$ cat src/sv/lvq_pkg.sv
// Package: sizes, command and status codes, compare result type.
package lvq_pkg;

  localparam int QUEUE_DEPTH = 16;
  localparam int PAGE_BITS   = 16;
  localparam int IDX_W       = $clog2(QUEUE_DEPTH);
  localparam int CNT_W       = $clog2(QUEUE_DEPTH + 1);

  localparam int PAGE_ID_W   = 16;
  localparam int OCC_W       = 5;
  localparam int IN_DATA_W   = 24;  // page_id + page_locked, byte padded
  localparam int OUT_DATA_W  = 24;  // victim_page + occupancy, byte padded

  typedef enum logic [1:0] {
    CMD_PUSH   = 2'd0,
    CMD_POP    = 2'd1,
    CMD_LOCK   = 2'd2,
    CMD_UNLOCK = 2'd3
  } cmd_e;

  typedef enum logic [1:0] {
    STAT_DONE = 2'd0,
    STAT_FULL = 2'd1,
    STAT_NONE = 2'd2
  } status_e;

  typedef struct packed {
    logic in_range;  // read position lies below the entry count
    logic page_eq;   // entry page equals the search key
    logic free;      // entry is not pinned
  } lvq_cmp_t;

endpackage

$ cat src/sv/lvq_cmp_unit.sv
// Shared compare unit used by every scan and shift step.
module lvq_cmp_unit
  import lvq_pkg::*;
(
  input  logic [CNT_W-1:0]     rd_ptr_i,
  input  logic [CNT_W-1:0]     count_i,
  input  logic [PAGE_BITS-1:0] rd_page_i,
  input  logic                 rd_pin_i,
  input  logic [PAGE_BITS-1:0] key_i,
  output lvq_cmp_t             cmp_o
);

  always_comb begin
    cmp_o.in_range = (rd_ptr_i < count_i);
    cmp_o.page_eq  = (rd_page_i == key_i);
    cmp_o.free     = ~rd_pin_i;
  end

endmodule

$ cat src/sv/lru_victim_queue_with_pinning_unit.sv
// Top level: LRU victim queue with pinned pages, one-entry-per-cycle sequencer.
//
//   channel  | dir | tdata (low bit up)                  | tuser
//   ---------+-----+-------------------------------------+------------
//   s_axis   | in  | page_id[15:0], page_locked[16]      | cmd[1:0]
//   m_axis   | out | victim_page[15:0], occupancy[20:16] | status[1:0]
//
// Steps per item: push goes straight to FINISH, lock/unlock scan every entry, pop
// scans to the first unpinned entry, then closes the gap one entry per cycle. The
// single read port of the entry registers and the shared compare unit set that pace.
// Reset clears count, pin marks and the handshake state; page storage is not
// cleared. An input item is taken only in IDLE; a finished result waits in the
// output register, and the sequencer holds in FINISH while it is stalled.
module lru_victim_queue_with_pinning_unit
  import lvq_pkg::*;
(
  input  logic                  clk_i,
  input  logic                  rst_ni,
  input  logic                  s_axis_tvalid,
  output logic                  s_axis_tready,
  input  logic [IN_DATA_W-1:0]  s_axis_tdata,   // page_id[15:0], page_locked[16]
  input  logic [1:0]            s_axis_tuser,   // cmd[1:0]
  output logic                  m_axis_tvalid,
  input  logic                  m_axis_tready,
  output logic [OUT_DATA_W-1:0] m_axis_tdata,   // victim_page[15:0], occupancy[20:16]
  output logic [1:0]            m_axis_tuser    // status[1:0]
);

  typedef enum logic [1:0] {
    ST_IDLE,
    ST_SCAN,   // walk entries oldest first
    ST_SHIFT,  // close the gap left by the victim
    ST_FINISH  // hand result to the output register
  } state_e;

  state_e                 state_q;
  cmd_e                   cmd_q;
  logic [PAGE_BITS-1:0]   key_q;
  logic [CNT_W-1:0]       ptr_q;
  logic [CNT_W-1:0]       count_q;
  logic [QUEUE_DEPTH-1:0] pin_q;
  logic [PAGE_BITS-1:0]   entry_page_q [QUEUE_DEPTH];
  logic [PAGE_BITS-1:0]   victim_q;
  status_e                status_q;

  logic                   out_valid_q;
  logic [PAGE_ID_W-1:0]   out_victim_q;
  logic [OCC_W-1:0]       out_occ_q;
  status_e                out_status_q;

  logic                   in_acc;
  cmd_e                   in_cmd;
  logic [PAGE_BITS-1:0]   in_page;
  logic                   in_mark;

  logic [CNT_W-1:0]       rd_ptr;
  logic [PAGE_BITS-1:0]   rd_page;
  logic                   rd_pin;
  lvq_cmp_t               cmp;

  logic                   wr_en;
  logic [IDX_W-1:0]       wr_idx;
  logic [PAGE_BITS-1:0]   wr_data;

  assign s_axis_tready = (state_q == ST_IDLE);
  assign in_acc        = s_axis_tvalid & s_axis_tready;
  assign in_cmd        = cmd_e'(s_axis_tuser);
  assign in_page       = s_axis_tdata[PAGE_BITS-1:0];
  assign in_mark       = s_axis_tdata[PAGE_ID_W];

  // One read port: current entry while scanning, the next one while shifting.
  assign rd_ptr  = (state_q == ST_SHIFT) ? ptr_q + CNT_W'(1) : ptr_q;
  assign rd_page = entry_page_q[rd_ptr[IDX_W-1:0]];
  assign rd_pin  = pin_q[rd_ptr[IDX_W-1:0]];

  lvq_cmp_unit u_cmp (
    .rd_ptr_i  (rd_ptr),
    .count_i   (count_q),
    .rd_page_i (rd_page),
    .rd_pin_i  (rd_pin),
    .key_i     (key_q),
    .cmp_o     (cmp)
  );

  // Page storage write port: push appends, shift moves an entry down by one.
  always_comb begin
    wr_en   = 1'b0;
    wr_idx  = count_q[IDX_W-1:0];
    wr_data = in_page;
    if (in_acc && (in_cmd == CMD_PUSH) && (count_q < CNT_W'(QUEUE_DEPTH))) begin
      wr_en = 1'b1;
    end else if ((state_q == ST_SHIFT) && cmp.in_range) begin
      wr_en   = 1'b1;
      wr_idx  = ptr_q[IDX_W-1:0];
      wr_data = rd_page;
    end
  end

  always_ff @(posedge clk_i) begin
    if (wr_en) begin
      entry_page_q[wr_idx] <= wr_data;
    end
  end

  // Sequencer, pin marks, count and the output register.
  always_ff @(posedge clk_i or negedge rst_ni) begin
    if (!rst_ni) begin
      state_q      <= ST_IDLE;
      cmd_q        <= CMD_PUSH;
      key_q        <= '0;
      ptr_q        <= '0;
      count_q      <= '0;
      pin_q        <= '0;
      victim_q     <= '0;
      status_q     <= STAT_DONE;
      out_valid_q  <= 1'b0;
      out_victim_q <= '0;
      out_occ_q    <= '0;
      out_status_q <= STAT_DONE;
    end else begin
      // FINISH reloads the register itself when the old result leaves
      if (out_valid_q && m_axis_tready && (state_q != ST_FINISH)) begin
        out_valid_q <= 1'b0;
      end
      case (state_q)
        ST_IDLE: begin
          if (in_acc) begin
            cmd_q    <= in_cmd;
            key_q    <= in_page;
            ptr_q    <= '0;
            victim_q <= '0;
            status_q <= STAT_DONE;
            if (in_cmd == CMD_PUSH) begin
              if (count_q >= CNT_W'(QUEUE_DEPTH)) begin
                status_q <= STAT_FULL;
              end else begin
                pin_q[count_q[IDX_W-1:0]] <= in_mark;
                count_q <= count_q + CNT_W'(1);
              end
              state_q <= ST_FINISH;
            end else begin
              state_q <= ST_SCAN;
            end
          end
        end
        ST_SCAN: begin
          if (!cmp.in_range) begin
            status_q <= (cmd_q == CMD_POP) ? STAT_NONE : STAT_DONE;
            state_q  <= ST_FINISH;
          end else begin
            case (cmd_q)
              CMD_POP: begin
                if (cmp.free) begin
                  victim_q <= rd_page;
                  state_q  <= ST_SHIFT;
                end else begin
                  ptr_q <= ptr_q + CNT_W'(1);
                end
              end
              CMD_LOCK: begin
                if (cmp.page_eq) begin
                  pin_q[ptr_q[IDX_W-1:0]] <= 1'b1;
                end
                ptr_q <= ptr_q + CNT_W'(1);
              end
              CMD_UNLOCK: begin
                if (cmp.page_eq) begin
                  pin_q[ptr_q[IDX_W-1:0]] <= 1'b0;
                end
                ptr_q <= ptr_q + CNT_W'(1);
              end
              default: begin
                ptr_q <= ptr_q + CNT_W'(1);
              end
            endcase
          end
        end
        ST_SHIFT: begin
          if (cmp.in_range) begin
            pin_q[ptr_q[IDX_W-1:0]] <= rd_pin;
            ptr_q <= ptr_q + CNT_W'(1);
          end else begin
            // ptr now sits on the last entry, which becomes free
            pin_q[ptr_q[IDX_W-1:0]] <= 1'b0;
            count_q <= count_q - CNT_W'(1);
            state_q <= ST_FINISH;
          end
        end
        ST_FINISH: begin
          if (!out_valid_q || m_axis_tready) begin
            out_valid_q  <= 1'b1;
            out_victim_q <= PAGE_ID_W'(victim_q);
            out_occ_q    <= OCC_W'(count_q);
            out_status_q <= status_q;
            state_q      <= ST_IDLE;
          end
        end
        default: begin
          state_q <= ST_IDLE;
        end
      endcase
    end
  end

  assign m_axis_tvalid = out_valid_q;
  assign m_axis_tdata  = {(OUT_DATA_W - PAGE_ID_W - OCC_W)'(0), out_occ_q, out_victim_q};
  assign m_axis_tuser  = out_status_q;

endmodule

$ cat config.mk
export PLATFORM = sky130hd
export DESIGN_NAME = lru_victim_queue_with_pinning_unit
export DESIGN_NICKNAME = d
export VERILOG_FILES = /design/src/sv/lvq_pkg.sv /design/src/sv/lvq_cmp_unit.sv /design/src/sv/lru_victim_queue_with_pinning_unit.sv
export SDC_FILE = /design/constraint.sdc
export NUM_CORES = 1
export LEC_CHECK = 0
export BUFFER_PORTS_ARGS = -buffer_cell sky130_fd_sc_hd__buf_4
export CORE_MARGIN = 4
export CORE_UTILIZATION = 50
export CTS_CLUSTER_SIZE = 30
export DETAILED_ROUTE_END_ITERATION = 10
export GPL_TIMING_DRIVEN = 0
export PLACE_DENSITY = 0.67
export SLEW_MARGIN = 30
export SYNTH_ARGS = -nofsm -noshare
export SYNTH_HDL_FRONTEND = slang
export SYNTH_SLANG_ARGS = --single-unit
$ cat constraint.sdc
create_clock -name clk_i -period 7.14 [get_ports clk_i]
set_input_delay 0.357 -clock clk_i [delete_from_list [all_inputs] [get_ports clk_i]]
set_output_delay 0.357 -clock clk_i [all_outputs]
set_load 0.1 [all_outputs]
==> summary.md, run 1 <==
| Metric | Value |
|---|---|
| Outcome | `finished, final reports clean` |
| Synth top area share | `46.6%` |
| Area Growth Syn to Fin | `16.7%` |
| Share of post-route cells with drive strength above 1 | `16.2%` |
| Met3 routed wirelength | `5410 um` |
| Top routing layer in use | `met4` |
| Hold buffer count at cts | `1` |
| Critical path launch point type | `flop` |
| Starting DRT DRC Count | `1811` |
| FMAX | `154 MHz` |
| Cell variety after synth | `76` |
| H-tree depth | `2` |
| Yosys reg bits | `344` |
| GRT overflow | `0` |
| Crit path required time | `7.37 ns` |
| Post-synth EDFFs | `256` |
| Die area | `36000 um2` |
| Area contributors post-synth | `edfxtp_1 (47%), dfrtp_1 (13%), nand2_1 (6.1%), mux2i_1 (4.1%), mux2_2 (2.6%)` |
| Via density per instance | `6.33` |
| Minimum clock period | `6.51 ns` |
| Final Max Tran Viols | `0` |
| Max clock buf depth | `3` |
| Min-delay src | `s_axis_tdata[10]` |
| DR vias | `12600` |
| Final Util | `59.2%` |
| Post-synthesis sequential area ratio | `59.9%` |
| Worst path cell trace | `inv_1 > ha_1 > buf_4 > nand4_1 > xor2_2 > inv_1 > buf_1 > ha_1 > o21ai_0 > a21oi_1 > o21ai_0 > nand2b_1 > nor3_1 > clkbuf_1 > clkbuf_1 > nand2_1 > nand2_1` |
| DIE HEIGHT | `190 um` |
| Detail Placement HPWL | `35700 um` |
| Worst reg-to-reg path cell count | `17` |
| Post-CTS Resized | `0` |
| Routed met2 length | `23100 um` |
| Main synth FF type | `edfxtp_1` |
| Initial Utilization | `50.7%` |
| Largest net degree at the start of global routing | `89` |
| Syn Std Cell Area | `16500 um2` |
| Ant diodes | `0` |
| Final setup viols | `0` |
| Total buffers and inverters traversed by the critical path | `6` |
| DR pass1 iterations | `6` |
| Critical Path Sink Type | `flop` |
| Sink Count | `344` |
| Clk_lat worst skew | `0.54 ns` |
| R2R Setup Slk | `0.63 ns` |
| Worst R2R End | `entry_page_q[4][3]$_DFFE_PP_` |
| Top-count cell post-synth | `nand2_1` |
| Final Hold Viols | `0` |
| RSZ-0062 raised after global routing | `false` |
| Crit path largest cell delay | `0.77 ns` |
| Async set-reset flop share out of synthesis | `25.6%` |
| Crit Path Class | `flop to flop` |
| Worst-Margin Slew | `1.00 ns` |
| Reg2reg start | `state_q[0]$_DFFE_PN0P_` |
| Yosys top cell by area | `edfxtp_1` |
| CTS clk-pin slew, worst paths | `0.06 ns` |
| Fin crit share | `91.2%` |
| Clock root buffer | `clkbuf_16` |
| Post-CTS Setup Bufs | `0` |
| Post-synth top cells | `nand2_1 (267), edfxtp_1 (256), dfrtp_1 (88), nand3_1 (81), o21ai_0 (74)` |
| Synth Instances | `1424` |
| CP Data Arrival Time | `6.74 ns` |
| Buffers on Ports | `47` |
| Ports | `58` |
| Worst rel slew slack | `32.6%` |
| Post-DRT Antenna Nets | `0` |
| Final nets | `1574` |
| Initial antenna violation count | `1` |
| CTS tree | `yes` |
| Core ar. | `32500 um2` |
| Global-route wire length before repair | `76600 um` |
| Setup TNS Final | `0 ns` |
| GR Util All Layers | `28.1%` |
| Final Skew | `0.0221 ns` |
| Hold-critical path depth | `2` |
| WL final | `51300 um` |
| Yosys warns | `0` |
| Crit-path slowest cell | `xor2_2` |
| Avg Cell Area, Syn | `11.6 um2` |
| WL per Instance | `25.7 um` |
| Delay-heaviest family, CP | `buffers and inverters` |
| # Max-Cap Violations | `0` |
| RD Place Congestion | `0.957` |
| Hold endpoint | `key_q[10]$_DFFE_PN0P_` |
| Worst Hold Class | `input pin to flop` |
| CTS Buf Count | `38` |
| DRT met1 WL | `20800 um` |
| DRC Markers | `0` |
| Site row count | `66` |
| Die X | `190 um` |
| Post-Layout Cell Count | `1997` |
| Vias in the first global route | `12100` |
| Cell Count Post-Placement | `1931` |
| Maximum fanout along the worst path | `16` |
[kinds of logic (layout without fill, tap and decap cells)]
| kind of cell | after synthesis | count (layout) | share of synthesized area [%] |
|---|---|---|---|
| simple gates | 519 | 519 | 14.3 |
| xor+xnor | 21 | 21 | 1.23 |
| mux | 117 | 117 | 8.29 |
| compound gates | 285 | 285 | 11.4 |
| fa+ha+maj | 14 | 14 | 1.06 |
| other cells | 1 | 3 | 0.0227 |
| flops | 344 | 344 | 59.9 |
| buf+inv | 123 | 252 | 3.86 |
[registers in the layout (all words and copies together) (netlist names), named ones only]
signal / cells
state_q: 2
out_victim_q: 16
status_q: 2
m_axis_tuser: 2
key_q: 16
m_axis_tvalid: 1
entry_page_q: 256
out_occ_q: 5
cmd_q: 2
victim_q: 16
count_q: 5
ptr_q: 5
[cell usage in the layout, fill, tap and decap left out, drive strengths merged, types with 11 or more instances in the layout]
| cell type | n |
|---|---|
| nand2 | 267 |
| edfxtp | 256 |
| buf | 113 |
| clkbuf | 105 |
| dfrtp | 88 |
| nand3 | 81 |
| o21ai | 76 |
| a21oi | 72 |
| mux2i | 67 |
| nor2 | 57 |
| mux2 | 38 |
| a32oi | 34 |
| nor3 | 31 |
| a31oi | 26 |
| and2 | 23 |
| inv | 22 |
| nand4 | 15 |
| ha | 14 |
| a221oi | 13 |
| mux4 | 12 |
| or4 | 12 |
| xnor2 | 11 |
[cell type report]
cell class                      instances  area (um2)
Clock inverter                         10         155
Timing Repair Buffer                   64         782
Inverter                               23        86.3
Multi-Input combinational cell        959        6150
Clock buffer                           55        1110
Buffer                                100         551
Tap cell                              442         553
Fill cell                            2668       13300
Sequential cell                       344        9890
[worst max-delay path by stage]
stage                            from                       endpoint  slack [ns]  cells past startpoint
2_1_floorplan    ptr_q[0]$_DFFE_PN0P_  entry_page_q[10][0]$_DFFE_PP_        2.77                     17
3_3_place_gp   state_q[0]$_DFFE_PN0P_  entry_page_q[10][2]$_DFFE_PP_       -0.55                     16
3_5_place_dp   state_q[0]$_DFFE_PN0P_   entry_page_q[6][8]$_DFFE_PP_        0.91                     17
4_1_cts        state_q[0]$_DFFE_PN0P_   entry_page_q[2][8]$_DFFE_PP_        0.88                     17
5_1_grt        state_q[0]$_DFFE_PN0P_   entry_page_q[6][3]$_DFFE_PP_        0.59                     17
6_report       state_q[0]$_DFFE_PN0P_   entry_page_q[4][3]$_DFFE_PP_        0.63                     17
[metal layers]
layer  global-route usage [%]  up-vias
met2                     44.2      808
met3                     4.66      141
li1                         -     5543
met4                     9.46        0
met1                     40.3     6148
met5                        0        -
[through the flow]
| stage | hold WS, ns | cell area (um2) | setup slack (ns) |
|---|---|---|---|
| floorplan | 0.0614 | 16500 | 2.77 |
| global placement | 0.462 | 17400 | -0.550 |
| detailed placement | 0.470 | 18000 | 0.910 |
| CTS | 0.0727 | 19300 | 0.884 |
| global route | 0.0747 | 19300 | 0.585 |
| finish | 0.0818 | 19300 | 0.628 |
Power of run 1 is not shown: default switching activity piles up to over one toggle a cycle in this logic, so the estimate is an artifact.
==> inputs of run 2 (changes only) <==
--- a/config.mk
+++ b/config.mk
@@ -6,7 +6,6 @@
 export NUM_CORES = 1
 export LEC_CHECK = 0
 export BUFFER_PORTS_ARGS = -buffer_cell sky130_fd_sc_hd__buf_4
-export CORE_MARGIN = 4
 export CORE_UTILIZATION = 50
 export CTS_CLUSTER_SIZE = 30
 export DETAILED_ROUTE_END_ITERATION = 10
==> summary.md, run 2 (synthesized netlist as in run 1, its figures left out) <==
| Metric | Value |
|---|---|
| Outcome | `finished, final reports clean` |
| Clk_lat worst skew | `0.55 ns (about the same)` |
| # Max-Cap Violations | `0 (unchanged)` |
| Crit path required time | `7.38 ns (about the same)` |
| Hold buffer count at cts | `1 (unchanged)` |
| Clock root buffer | `clkbuf_16` |
| Most frequent cells in the layout | `nand2_1 (267), edfxtp_1 (256), dfrtp_1 (88), nand3_1 (81), o21ai_0 (73)` |
| GR Util All Layers | `30.5% (+2.4 points)` |
| Via density per instance | `6.32 (-0.13%)` |
| Setup TNS Final | `0 ns (unchanged)` |
| Die X | `184 um (-3.2%)` |
| Worst reg-to-reg path cell count | `17 (unchanged)` |
| CTS clk-pin slew, worst paths | `0.06 ns (about the same)` |
| Setup ws final | `0.727 ns (+0.0988 ns)` |
| Site row count | `66 (unchanged)` |
| Filler cells | `2676 (+0.30%)` |
| CTS tree | `yes` |
| Dpl ws | `1.01 ns (+0.103 ns)` |
| Largest register by flop count | `entry_page_q` |
| Worst-Margin Slew | `1.10 ns (+0.0999 ns)` |
| Reg2reg start | `state_q[0]$_DFFE_PN0P_` |
| Worst rel slew slack | `25.8% (-6.8 points)` |
| WL per Instance | `25.3 um (-1.6%)` |
| Final Max Tran Viols | `0 (unchanged)` |
| WL final | `50500 um (-1.5%)` |
| Initial antenna violation count | `0 (-1)` |
| Detail Placement HPWL | `35300 um (-1.1%)` |
| Area Growth Syn to Fin | `16.4%` |
| Global-route wire length before repair | `75000 um (-2.0%)` |
| Initial Utilization | `50.7% (unchanged)` |
| Vias in the first global route | `11700 (-3.0%)` |
| CP Launch Point | `state_q[0]$_DFFE_PN0P_` |
| Final Util | `59.1% (-0.14 points)` |
| CTS Buf Count | `37 (-2.6%)` |
| Critical Path Sink Type | `flop` |
| Largest net degree at the start of global routing | `89 (unchanged)` |
| GRT overflow | `0 (unchanged)` |
| Worst Hold Class | `input pin to flop` |
| Post-CTS Resized | `0 (unchanged)` |
| Share of post-route cells with drive strength above 1 | `16.1% (-0.14 points)` |
| Starting DRT DRC Count | `1686 (-6.9%)` |
| DIE HEIGHT | `184 um (-3.2%)` |
| Final Hold Viols | `0 (unchanged)` |
| Sink Count | `344 (unchanged)` |
| Max clock buf depth | `3 (unchanged)` |
| R2R Setup Slk | `0.73 ns (+0.10 ns)` |
| Post-DRT Antenna Nets | `0 (unchanged)` |
| Ports | `58 (unchanged)` |
| Die area | `33700 um2 (-6.2%)` |
| Critical path launch point type | `flop` |
| Final setup viols | `0 (unchanged)` |
| RSZ-0062 raised after global routing | `false` |
| CP Data Arrival Time | `6.65 ns (-0.09 ns)` |
| Final nets | `1574 (unchanged)` |
| Buffers on Ports | `47 (unchanged)` |
| Minimum clock period | `6.41 ns (-0.0988 ns)` |
| Crit Path Class | `flop to flop` |
| Final Skew | `0.0227 ns (+0.000575 ns)` |
| CP Capture Point | `entry_page_q[3][4]$_DFFE_PP_` |
| FMAX | `156 MHz (+1.5%)` |
| Commonest non-fill, non-tap cell in the layout | `nand2_1` |
| DR vias | `12600 (-0.079%)` |
| Core ar. | `32500 um2 (unchanged)` |
| RD Place Congestion | `0.923 (-3.5%)` |
| Ant diodes | `0 (unchanged)` |
| DRC Markers | `0 (unchanged)` |
| DR pass1 iterations | `6 (unchanged)` |
| Max reg flops | `256 (unchanged)` |
| Maximum fanout along the worst path | `10 (-6)` |
| H-tree depth | `2 (unchanged)` |
| Worst R2R End | `entry_page_q[3][4]$_DFFE_PP_` |
| Post-CTS Setup Bufs | `0 (unchanged)` |
| Fin crit share | `89.8% (-1.4 points)` |
## run 2: cell count changes in the layout (fill, tap and decap cells not counted), sizes merged
| cell | change |
|---|---|
| clkbuf | -8 |
| bufinv | +1 |
| clkinv | +7 |
| buf | +1 |
## run 2: worst min path at each step
stage | startpoint | end | slack (ns) | cells after the start
final | s_axis_tdata[10] | key_q[10]$_DFFE_PN0P_ | 0.07 | 2
after global routing | s_axis_tdata[7] | key_q[7]$_DFFE_PN0P_ | 0.06 | 2
after CTS | s_axis_tdata[10] | key_q[10]$_DFFE_PN0P_ | 0.05 | 2
after detailed placement | victim_q[0]$_DFFE_PN0P_ | victim_q[0]$_DFFE_PN0P_ | 0.47 | 2
after global placement | victim_q[3]$_DFFE_PN0P_ | victim_q[3]$_DFFE_PN0P_ | 0.46 | 2
after floorplan | rst_ni | async pin | 0.06 | 0
## run 2: cell type report
type	instances	area, um2	share of cell area, %
Tap cell	442	553	2.88
Inverter	23	86.3	0.449
Multi-Input combinational cell	959	6140	31.9
Clock buffer	47	1000	5.23
Sequential cell	344	9890	51.4
Buffer	100	551	2.86
Clock inverter	18	228	1.18
Timing Repair Buffer	65	774	4.03
## run 2: metal layers
metal | up-vias | GRT usage (%) | part of all wire (%)
met5 | - | 0 | 0
met4 | 0 | 10.5 | 3.0
met3 | 112 | 4.99 | 11
met2 | 784 | 47.2 | 46
met1 | 6201 | 43.6 | 41
li1 | 5533 | - | -
## run 2: per-stage QoR
step | hold slack, ns | cells | area [um2]
2_1_floorplan | 0.0614 | 1426 | 16500
3_3_place_gp | 0.462 | 1915 | 17400
3_5_place_dp | 0.470 | 1932 | 18000
4_1_cts | 0.0534 | 1998 | 19200
5_1_grt | 0.0633 | 1998 | 19200
6_report | 0.0677 | 1998 | 19200
## run 2: critical path, cell delays in order, from the launching register on
cell      delay (ns)
dfrtp_1         0.44
inv_1           0.14
ha_1            0.27
buf_4           0.21
nand4_1         0.15
xor2_2          0.76
inv_1           0.35
buf_1           0.44
ha_1            0.42
o21ai_0         0.10
a21oi_1         0.09
o21ai_0         0.33
nand2b_1        0.19
nor3_1          0.30
clkbuf_1        0.69
a22oi_1         0.51
nor2_4          0.49
buf_8           0.22
Power of run 2 is left out for the same reason.
